### src/hdl/layer_z_order_stack_macros.svh
// Assertion macros for the layer z-order stack.
// Taken in by every RTL file that carries concurrent assertions.
`ifndef LAYER_Z_ORDER_STACK_MACROS_SVH
`define LAYER_Z_ORDER_STACK_MACROS_SVH

// Consequent must hold in the same cycle as the antecedent.
`define LZS_ASSERT_NOW(label, clk, rstn, ante, cons, msg) \
    label: assert property (@(posedge clk) disable iff (!rstn) (ante) |-> (cons)) \
        else $error(msg);

// Consequent must hold in the cycle after the antecedent.
`define LZS_ASSERT_NEXT(label, clk, rstn, ante, cons, msg) \
    label: assert property (@(posedge clk) disable iff (!rstn) (ante) |=> (cons)) \
        else $error(msg);

`endif

### src/hdl/lzs_pkg.sv
// Shared codes and control structures of the layer z-order stack.
// No dependencies; used by the level cells, the slot pool and the top level.
`timescale 1ns / 1ps

package lzs_pkg;

    // Operation codes of an input item.
    localparam logic [1:0] OP_ALLOC      = 2'd0;
    localparam logic [1:0] OP_SET_HEIGHT = 2'd1;
    localparam logic [1:0] OP_READ_LEVEL = 2'd2;

    // Status codes of a result item.
    localparam logic [1:0] ST_OK      = 2'd0;
    localparam logic [1:0] ST_NO_SLOT = 2'd1;
    localparam logic [1:0] ST_EMPTY   = 2'd2;

    // Height reported for a hidden layer.
    localparam logic signed [4:0] HEIGHT_HIDDEN = -5'sd1;

    // The free-slot search examines this many slots per cycle.
    localparam int unsigned SCAN_CHUNK = 8;
    localparam int unsigned SCAN_OFS_W = 3;

    // Command to the row of level cells.
    typedef struct packed {
        logic remove;
        logic insert;
    } cell_ctrl_t;

    // Outcome of one step of the free-slot search.
    typedef struct packed {
        logic hit;
        logic miss;
    } pool_stat_t;

endpackage

### src/hdl/lzs_cell.sv
// One level of the stacking order: holds the layer shown at that level.
// Depends on lzs_pkg for the cell command structure.
`timescale 1ns / 1ps

module lzs_cell #(
    parameter  int unsigned SLOTS = 16,
    parameter  int unsigned IDX   = 0,
    localparam int unsigned LW    = $clog2(SLOTS),
    localparam int unsigned CW    = $clog2(SLOTS + 1)
) (
    input  logic                 aclk,
    input  lzs_pkg::cell_ctrl_t  ctrl,
    input  logic [LW-1:0]        thr,
    input  logic [LW-1:0]        layer_in,
    input  logic [LW-1:0]        rd_level,
    input  logic [CW-1:0]        count,
    input  logic [LW-1:0]        entry_up,
    input  logic [LW-1:0]        entry_dn,
    output logic [LW-1:0]        entry,
    output logic                 match,
    output logic [LW-1:0]        rd_data
);

    localparam logic [LW-1:0] MY_LEVEL   = LW'(IDX);
    localparam logic [CW-1:0] MY_LEVEL_C = CW'(IDX);

    logic [LW-1:0] entry_reg, entry_next;
    logic          live;

    always_comb begin
        live       = MY_LEVEL_C < count;
        entry_next = entry_reg;
        // Removal closes the gap by pulling from above; insertion opens one by
        // pushing up from below.
        priority if (ctrl.remove && (MY_LEVEL >= thr)) begin
            entry_next = entry_up;
        end else if (ctrl.insert && (MY_LEVEL > thr)) begin
            entry_next = entry_dn;
        end else if (ctrl.insert && (MY_LEVEL == thr)) begin
            entry_next = layer_in;
        end else begin
            entry_next = entry_reg;
        end
    end

    always_ff @(posedge aclk) begin
        entry_reg <= entry_next;
    end

    assign entry   = entry_reg;
    assign match   = live && (entry_reg == layer_in);
    assign rd_data = (live && (MY_LEVEL == rd_level)) ? entry_reg : '0;

endmodule

### src/hdl/lzs_pool.sv
// Pool of layer slots: in-use marks and the lowest-free-slot search.
// Depends on lzs_pkg for the search chunk size and status structure.
`timescale 1ns / 1ps

module lzs_pool #(
    parameter  int unsigned SLOTS = 16,
    localparam int unsigned LW    = $clog2(SLOTS)
) (
    input  logic                aclk,
    input  logic                aresetn,
    input  logic                scan_en,
    input  logic [LW-1:0]       rd_idx,
    output logic                rd_in_use,
    output lzs_pkg::pool_stat_t stat,
    output logic [LW-1:0]       hit_idx
);

    localparam int unsigned NCH  = (SLOTS + lzs_pkg::SCAN_CHUNK - 1) / lzs_pkg::SCAN_CHUNK;
    localparam int unsigned CCW  = (NCH > 1) ? $clog2(NCH) : 1;
    localparam int unsigned PADW = NCH * lzs_pkg::SCAN_CHUNK;

    logic [SLOTS-1:0]                  in_use_reg, in_use_next;
    logic [CCW-1:0]                    chunk_reg, chunk_next;
    logic [PADW-1:0]                   padded;
    logic [lzs_pkg::SCAN_CHUNK-1:0]    free_bits;
    logic [lzs_pkg::SCAN_OFS_W-1:0]    ofs;
    logic                              any_free;
    logic                              last_chunk;

    always_comb begin
        // Slots beyond the pool size look permanently taken.
        padded              = '1;
        padded[SLOTS-1:0]   = in_use_reg;
        free_bits           = ~padded[chunk_reg * lzs_pkg::SCAN_CHUNK +: lzs_pkg::SCAN_CHUNK];
        any_free            = |free_bits;
        ofs                 = '0;
        for (int i = lzs_pkg::SCAN_CHUNK - 1; i >= 0; i--) begin
            if (free_bits[i]) begin
                ofs = lzs_pkg::SCAN_OFS_W'(i);
            end
        end
        hit_idx    = LW'({chunk_reg, ofs});
        last_chunk = chunk_reg == CCW'(NCH - 1);
        stat.hit   = scan_en && any_free;
        stat.miss  = scan_en && !any_free && last_chunk;

        if (!scan_en || any_free || last_chunk) begin
            chunk_next = '0;
        end else begin
            chunk_next = chunk_reg + CCW'(1);
        end

        in_use_next = in_use_reg;
        if (stat.hit) begin
            in_use_next[hit_idx] = 1'b1;
        end
    end

    always_ff @(posedge aclk) begin
        if (!aresetn) begin
            in_use_reg <= '0;
            chunk_reg  <= '0;
        end else begin
            in_use_reg <= in_use_next;
            chunk_reg  <= chunk_next;
        end
    end

    assign rd_in_use = in_use_reg[rd_idx];

endmodule

### src/hdl/layer_z_order_stack.sv
// Layer z-order stack: pool of layer slots with an ordered row of level cells.
// Top level; depends on lzs_pkg, lzs_pool, lzs_cell and the assertion macros.
`timescale 1ns / 1ps
`include "layer_z_order_stack_macros.svh"

// The block keeps the stacking order of up to SLOTS display layers and handles
// one item at a time. A read item passes the accepting state and a state that
// hands over the result, and a set-height item passes the accepting state, a
// state to find the layer in the row of level cells, one to close the gap it
// leaves, one to open a gap at the clamped height and drop it in, and one to
// hand over the result. An allocate item has a search state between the two,
// in which the free-slot search walks eight slots at a time until it finds a
// free one or has seen the last chunk. The hand-over state waits until the
// output register is free. The result sits in an output register, so the
// block goes back to accepting items while a result still waits on m_ready.
// Slots are never released; set-height on a slot that was never allocated,
// or on a slot number beyond the pool, answers status 2 and changes nothing.
// layer_out carries the low bits of a wider internal value when SLOTS exceeds
// sixteen, and shown_count does so when SLOTS exceeds thirty-one.

module layer_z_order_stack #(
    parameter int unsigned SLOTS = 16
) (
    input  logic              aclk,
    input  logic              aresetn,
    input  logic              s_valid,
    output logic              s_ready,
    input  logic [1:0]        s_op,
    input  logic [3:0]        s_layer,
    input  logic signed [7:0] s_height,
    input  logic [3:0]        s_level,
    output logic              m_valid,
    input  logic              m_ready,
    output logic [1:0]        m_status,
    output logic [3:0]        m_layer_out,
    output logic signed [4:0] m_height_out,
    output logic [4:0]        m_shown_count
);

    localparam int unsigned LW = $clog2(SLOTS);
    localparam int unsigned CW = $clog2(SLOTS + 1);
    // Signed width that holds both the requested height and the shown count.
    localparam int unsigned HW = (CW + 1 > 8) ? CW + 1 : 8;
    localparam logic signed [HW-1:0] H_HIDE = '1;

    typedef enum logic [5:0] {
        S_IDLE   = 6'b000001,
        S_ALLOC  = 6'b000010,
        S_FIND   = 6'b000100,
        S_REMOVE = 6'b001000,
        S_INSERT = 6'b010000,
        S_DONE   = 6'b100000
    } state_t;

    state_t state_reg, state_next;

    // Latched input item and intermediate results.
    logic [3:0]        layer_reg, layer_next;
    logic signed [7:0] height_reg, height_next;
    logic              found_reg, found_next;
    logic [LW-1:0]     p_reg, p_next;
    logic [CW-1:0]     count_reg, count_next;

    // Pending result, waiting for the output register.
    logic [1:0]        res_status_reg, res_status_next;
    logic [3:0]        res_layer_reg, res_layer_next;
    logic signed [4:0] res_height_reg, res_height_next;

    // Output register.
    logic              m_valid_reg, m_valid_next;
    logic [1:0]        m_status_reg, m_status_next;
    logic [3:0]        m_layer_reg, m_layer_next;
    logic signed [4:0] m_height_reg, m_height_next;
    logic [4:0]        m_count_reg, m_count_next;

    // Cell row and pool wiring.
    lzs_pkg::cell_ctrl_t cell_ctrl;
    logic [LW-1:0]       cell_thr;
    logic [LW-1:0]       layer_idx;
    logic [LW-1:0]       level_idx;
    logic [LW-1:0]       entry_w [SLOTS];
    logic [LW-1:0]       rd_w [SLOTS];
    logic [SLOTS-1:0]    match_vec;
    logic [LW-1:0]       rd_hit;
    logic [LW-1:0]       p_enc;
    logic                match_any;

    logic                pool_scan;
    logic                pool_in_use;
    lzs_pkg::pool_stat_t pool_stat;
    logic [LW-1:0]       pool_idx;

    // Height clamping.
    logic signed [HW-1:0] h_req;
    logic signed [HW-1:0] cnt_s;
    logic signed [HW-1:0] h_cl;
    logic signed [HW-1:0] h_app;
    logic                 do_ins;

    logic accept;
    logic out_free;
    logic layer_ok;
    logic level_ok;

    lzs_pool #(
        .SLOTS (SLOTS)
    ) u_pool (
        .aclk      (aclk),
        .aresetn   (aresetn),
        .scan_en   (pool_scan),
        .rd_idx    (LW'(s_layer)),
        .rd_in_use (pool_in_use),
        .stat      (pool_stat),
        .hit_idx   (pool_idx)
    );

    // Level cells: cell g holds the layer shown at level g. Each one takes its
    // upper neighbour's entry on removal and its lower neighbour's on insertion.
    for (genvar g = 0; g < SLOTS; g++) begin : g_cell
        lzs_cell #(
            .SLOTS (SLOTS),
            .IDX   (g)
        ) u_cell (
            .aclk     (aclk),
            .ctrl     (cell_ctrl),
            .thr      (cell_thr),
            .layer_in (layer_idx),
            .rd_level (level_idx),
            .count    (count_reg),
            .entry_up (entry_w[(g + 1 < SLOTS) ? g + 1 : g]),
            .entry_dn (entry_w[(g > 0) ? g - 1 : 0]),
            .entry    (entry_w[g]),
            .match    (match_vec[g]),
            .rd_data  (rd_w[g])
        );
    end

    assign layer_idx = LW'(layer_reg);
    assign level_idx = LW'(s_level);

    // Gather the read port and encode the match position. Since every shown
    // layer appears at most once, the match vector is one-hot or empty.
    always_comb begin
        rd_hit = '0;
        p_enc  = '0;
        for (int i = 0; i < SLOTS; i++) begin
            rd_hit = rd_hit | rd_w[i];
            if (match_vec[i]) begin
                p_enc = p_enc | LW'(i);
            end
        end
        match_any = |match_vec;
    end

    // Clamp the request against the shown count left after the removal step.
    always_comb begin
        h_req = HW'(height_reg);
        cnt_s = HW'({1'b0, count_reg});
        if (h_req < H_HIDE) begin
            h_cl = H_HIDE;
        end else if (h_req > cnt_s) begin
            h_cl = cnt_s;
        end else begin
            h_cl = h_req;
        end
        do_ins = !h_cl[HW-1] && (count_reg < CW'(SLOTS));
        h_app  = do_ins ? h_cl : H_HIDE;
    end

    assign s_ready  = state_reg == S_IDLE;
    assign accept   = s_valid && s_ready;
    assign out_free = !m_valid_reg || m_ready;
    assign layer_ok = 32'(s_layer) < 32'(SLOTS);
    assign level_ok = 32'(s_level) < 32'(count_reg);

    always_comb begin
        state_next      = state_reg;
        layer_next      = layer_reg;
        height_next     = height_reg;
        found_next      = found_reg;
        p_next          = p_reg;
        count_next      = count_reg;
        res_status_next = res_status_reg;
        res_layer_next  = res_layer_reg;
        res_height_next = res_height_reg;
        m_valid_next    = m_valid_reg && !m_ready;
        m_status_next   = m_status_reg;
        m_layer_next    = m_layer_reg;
        m_height_next   = m_height_reg;
        m_count_next    = m_count_reg;
        cell_ctrl       = '0;
        cell_thr        = '0;
        pool_scan       = 1'b0;

        unique case (state_reg)
            S_IDLE: begin
                if (accept) begin
                    layer_next  = s_layer;
                    height_next = s_height;
                    unique case (s_op)
                        lzs_pkg::OP_ALLOC: begin
                            state_next = S_ALLOC;
                        end
                        lzs_pkg::OP_SET_HEIGHT: begin
                            if (!layer_ok || !pool_in_use) begin
                                res_status_next = lzs_pkg::ST_EMPTY;
                                res_layer_next  = s_layer;
                                res_height_next = lzs_pkg::HEIGHT_HIDDEN;
                                state_next      = S_DONE;
                            end else begin
                                state_next = S_FIND;
                            end
                        end
                        lzs_pkg::OP_READ_LEVEL: begin
                            if (level_ok) begin
                                res_status_next = lzs_pkg::ST_OK;
                                res_layer_next  = 4'(rd_hit);
                                res_height_next = 5'(s_level);
                            end else begin
                                res_status_next = lzs_pkg::ST_EMPTY;
                                res_layer_next  = '0;
                                res_height_next = lzs_pkg::HEIGHT_HIDDEN;
                            end
                            state_next = S_DONE;
                        end
                        default: begin
                            // The unused op code is answered without any change.
                            res_status_next = lzs_pkg::ST_OK;
                            res_layer_next  = '0;
                            res_height_next = lzs_pkg::HEIGHT_HIDDEN;
                            state_next      = S_DONE;
                        end
                    endcase
                end
            end
            S_ALLOC: begin
                pool_scan = 1'b1;
                if (pool_stat.hit) begin
                    res_status_next = lzs_pkg::ST_OK;
                    res_layer_next  = 4'(pool_idx);
                    res_height_next = lzs_pkg::HEIGHT_HIDDEN;
                    state_next      = S_DONE;
                end else if (pool_stat.miss) begin
                    res_status_next = lzs_pkg::ST_NO_SLOT;
                    res_layer_next  = '0;
                    res_height_next = lzs_pkg::HEIGHT_HIDDEN;
                    state_next      = S_DONE;
                end
            end
            S_FIND: begin
                found_next = match_any;
                p_next     = p_enc;
                state_next = S_REMOVE;
            end
            S_REMOVE: begin
                cell_ctrl.remove = found_reg;
                cell_thr         = p_reg;
                if (found_reg) begin
                    count_next = count_reg - CW'(1);
                end
                state_next = S_INSERT;
            end
            S_INSERT: begin
                cell_ctrl.insert = do_ins;
                cell_thr         = LW'(h_cl);
                if (do_ins) begin
                    count_next = count_reg + CW'(1);
                end
                res_status_next = lzs_pkg::ST_OK;
                res_layer_next  = layer_reg;
                res_height_next = 5'(h_app);
                state_next      = S_DONE;
            end
            S_DONE: begin
                if (out_free) begin
                    m_valid_next  = 1'b1;
                    m_status_next = res_status_reg;
                    m_layer_next  = res_layer_reg;
                    m_height_next = res_height_reg;
                    m_count_next  = 5'(count_reg);
                    state_next    = S_IDLE;
                end
            end
            default: begin
                state_next = S_IDLE;
            end
        endcase
    end

    always_ff @(posedge aclk) begin
        if (!aresetn) begin
            state_reg   <= S_IDLE;
            count_reg   <= '0;
            m_valid_reg <= 1'b0;
        end else begin
            state_reg   <= state_next;
            count_reg   <= count_next;
            m_valid_reg <= m_valid_next;
        end
    end

    always_ff @(posedge aclk) begin
        layer_reg      <= layer_next;
        height_reg     <= height_next;
        found_reg      <= found_next;
        p_reg          <= p_next;
        res_status_reg <= res_status_next;
        res_layer_reg  <= res_layer_next;
        res_height_reg <= res_height_next;
        m_status_reg   <= m_status_next;
        m_layer_reg    <= m_layer_next;
        m_height_reg   <= m_height_next;
        m_count_reg    <= m_count_next;
    end

    assign m_valid       = m_valid_reg;
    assign m_status      = m_status_reg;
    assign m_layer_out   = m_layer_reg;
    assign m_height_out  = m_height_reg;
    assign m_shown_count = m_count_reg;

    `LZS_ASSERT_NOW(a_count_bound, aclk, aresetn, 1'b1, count_reg <= CW'(SLOTS), "shown count exceeds pool size")
    `LZS_ASSERT_NOW(a_match_unique, aclk, aresetn, state_reg == S_FIND, $onehot0(match_vec), "layer shown at more than one level")
    `LZS_ASSERT_NEXT(a_remove_count, aclk, aresetn, (state_reg == S_REMOVE) && found_reg, count_reg == $past(count_reg) - CW'(1), "removal did not shrink the shown count")
    `LZS_ASSERT_NEXT(a_alloc_done, aclk, aresetn, (state_reg == S_ALLOC) && (pool_stat.hit || pool_stat.miss), state_reg == S_DONE, "slot search ended without a result")

endmodule

### config.mk
export PLATFORM = sky130hd
export DESIGN_NAME = layer_z_order_stack
export DESIGN_NICKNAME = d
export VERILOG_FILES = /design/src/hdl/lzs_pkg.sv /design/src/hdl/lzs_cell.sv /design/src/hdl/lzs_pool.sv /design/src/hdl/layer_z_order_stack.sv
export VERILOG_INCLUDE_DIRS = /design/src /design/src/hdl
export SDC_FILE = /design/constraint.sdc
export NUM_CORES = 1
export LEC_CHECK = 0
export BUFFER_PORTS_ARGS = -buffer_cell sky130_fd_sc_hd__buf_2
export CORE_AREA = 2 2 159 161
export CTS_CLUSTER_DIAMETER = 60
export DETAILED_ROUTE_END_ITERATION = 7
export DIE_AREA = 0 0 161 163
export PLACE_DENSITY = 0.52
export SLEW_MARGIN = 30
export SYNTH_ARGS = -nofsm -noshare
export SYNTH_HDL_FRONTEND = slang
export SYNTH_SLANG_ARGS = --single-unit
### constraint.sdc
create_clock -name aclk -period 6.22 [get_ports aclk]
set_input_delay 1.244 -clock aclk [delete_from_list [all_inputs] [get_ports aclk]]
set_output_delay 1.244 -clock aclk [all_outputs]
set_load 0.05 [all_outputs]
==> metrics.md <==
| Metric | Value |
|---|---|
| Starting density of the core | `0.345` |
| Final WL | `27,500 um` |
| Max cap viols | `0` |
| Rel. slew slack | `0.308` |
| Via count | `6,902` |
| Clock network latency to the later pin of the worst-skew pair | `0.43 ns` |
| Hold WC Path Type | `flop to flop` |
| Ranking of synthesized cells by area | `edfxtp_1 38%, dfxtp_1 6.8%, mux2_2 5.8%, xnor2_1 5.0%, mux2i_1 3.8%` |
| CTS tree | `done` |
| P&R area growth vs syn | `12.7%` |
| H-Tree Depth | `4` |
| FMAX | `234 MHz` |
| Measured slew at the worst slew-check pin | `1.04 ns` |
| DP HPWL | `20,400 um` |
| Lkg Pwr | `3.25 nW` |
| Synth Area per Inst | `10.3 sq um` |
| Clk_skew | `0.00884 ns` |
| Inserted Clock Buffers | `17` |
| Ys Warns | `0` |
| Kind of critical path | `flop to flop` |
| Crit start category | `flop` |
| Gr usage total | `0.211` |
| Largest net degree at the start of global routing | `30` |
| Chip Height | `163 um` |
| Antenna violations before repair | `0` |
| Number of global-route vias before repair | `6,464` |
| Top Ports | `40` |
| Hold_ws | `0.413 ns` |
| First-pass GRT wire length | `41,500 um` |
| Count of inserted antenna diode cells | `0` |
| GPL Wtd Cong | `0.982` |
| Antenna viol nets, final | `0` |
| Final nets | `892` |
| Setup crit end kind | `flop` |
| CTS root buf | `clkbuf_16` |
| Final-report setup violation count | `0` |
| Cell with the most instances after synthesis | `edfxtp_1` |
| Fin crit share | `0.686` |
| Die area | `26,200 sq um` |
| Gr ovfl total | `0` |
| Clk slew on worst S/H paths | `0.07 ns` |
| Mapped Area | `8520 sq um` |
| Post-synthesis sequential area ratio | `0.449` |
| Clock Sinks | `137` |
| Pwr Density | `237 nW/um^2` |
| Count of different cell masters after synthesis | `70` |
| Synth top area share | `0.381` |
| Post-synth EDFFs | `108` |
| Post-synth top cells | `108 x edfxtp_1, 66 x nand2_1, 65 x nor2_1, 49 x xnor2_1, 44 x mux2_2` |
| Total power | `0.00228 W` |
| Max Slew Vio Count | `0` |
| Yosys reg bits | `137` |
| Max reg flops | `64` |
| # port buffers | `39` |
| Synth Flop Type | `edfxtp_1` |
| Setup TNS | `0 ns` |
| Drt initial violations | `826` |
| Die W | `161 um` |
| Final worst path period need | `4.27 ns` |
| CTS max path bufs | `2` |
| Final Hold Fails | `0` |
| Synth area leader | `edfxtp_1` |
| Post_cts resized | `0` |
| Syn nets | `861` |
| Site row count | `58` |
| Cells after Synth | `824` |
| Remaining DRCs | `0` |
| Core ar. | `24,700 sq um` |
| Vias/cell | `5.76` |
| CTS Hold Bufs | `0` |
| CP Max Fanout | `17` |
| Status | `finished, final reports clean` |
| Detailed Routing Iterations Pass 1 | `8` |
| Wirelength per Cell | `23.0 um` |
| Post-CTS setup buffers | `0` |
| Unrepaired setup endpoints after global routing | `false` |
| Arr. time, crit path | `4.45 ns` |
| Final Util | `0.389` |
| Async SR Flop Fraction | `0` |
| Max VDD drop | `0.000175 V` |
| CP Data Required Time | `6.40 ns` |
| Share of cells above drive strength 1 | `0.184` |
## stage by stage
step | std cells | worst slack, ns | area, sq um
global route | 1198 | 1.72 | 9600
CTS | 1197 | 2.04 | 9580
finish | 1198 | 1.95 | 9600
detailed placement | 1165 | 2.03 | 9030
floorplan | 824 | 2.63 | 8520
global placement | 1165 | 2.13 | 9030
## metal layers
layer | vias to the layer above | GRT usage | part of all wire
li1 | 3162 | - | -
met1 | 3330 | 0.298 | 0.46
met2 | 336 | 0.317 | 0.43
met3 | 74 | 0.0392 | 0.066
met4 | 0 | 0.0938 | 0.039
met5 | - | 0 | 0
## where the power goes
group | leakage [nW] | switching, W | internal [W]
sequential | 1.21 | 0.0000199 | 0.00103
clock | 0.274 | 0.000441 | 0.000524
combinational | 1.77 | 0.000164 | 0.000101
total | 3.25 | 0.000624 | 0.00165
## cell families after synthesis
kind of cell | synth area share
simple gates | 0.164
compound gates | 0.153
flops | 0.449
mux | 0.109
xor+xnor | 0.0710
buf+inv | 0.0326
fa+ha+maj | 0.0220
## final cells by class
cell class	count	area, sq um
multi-input cells	623	4420
well taps	330	413
fillers	2464	15100
inverters	27	114
repair buffers	49	274
flip-flops and latches	137	3820
clock buffers	17	425
clock inverters	15	129
## placed cells by master (no fill, tap or decap), types with 15 or more instances in the layout
cell type,Yosys,layout
a21oi_1,43,43
a31oi_1,16,16
buf_2,11,39
clkbuf_16,0,17
dfxtp_1,29,29
edfxtp_1,108,108
ha_1,15,15
inv_1,26,26
mux2_2,44,44
mux2i_1,32,32
nand2_1,66,66
nand3_1,33,33
nor2_1,65,64
nor3_1,23,23
o21ai_0,35,35
xnor2_1,49,49
xor2_1,20,20
## worst max-delay path: stages (launching register included)
cell and delay, ns:
dfxtp_1 0.71, inv_1 0.18, ha_1 0.32, and3_1 0.18, o21a_1 0.13, o31ai_4 0.38
mux2_2 0.44, o21ai_2 0.61, buf_4 0.34, a21oi_2 0.14, mux2_2 0.32, mux2_2 0.27
## final timing paths
path / startpoint / end / slack, ns / cells past startpoint
setup reg to reg: count_reg[2] / g_cell[6].u_cell.entry[2] / 1.95 / 11
hold reg to reg: res_layer_reg[0] / m_layer_out[0] / 0.41 / 0
hold / removal: res_layer_reg[0] / m_layer_out[0] / 0.41 / 0
setup / recovery: count_reg[2] / g_cell[6].u_cell.entry[2] / 1.95 / 11
(Power assumes the default switching activity.)
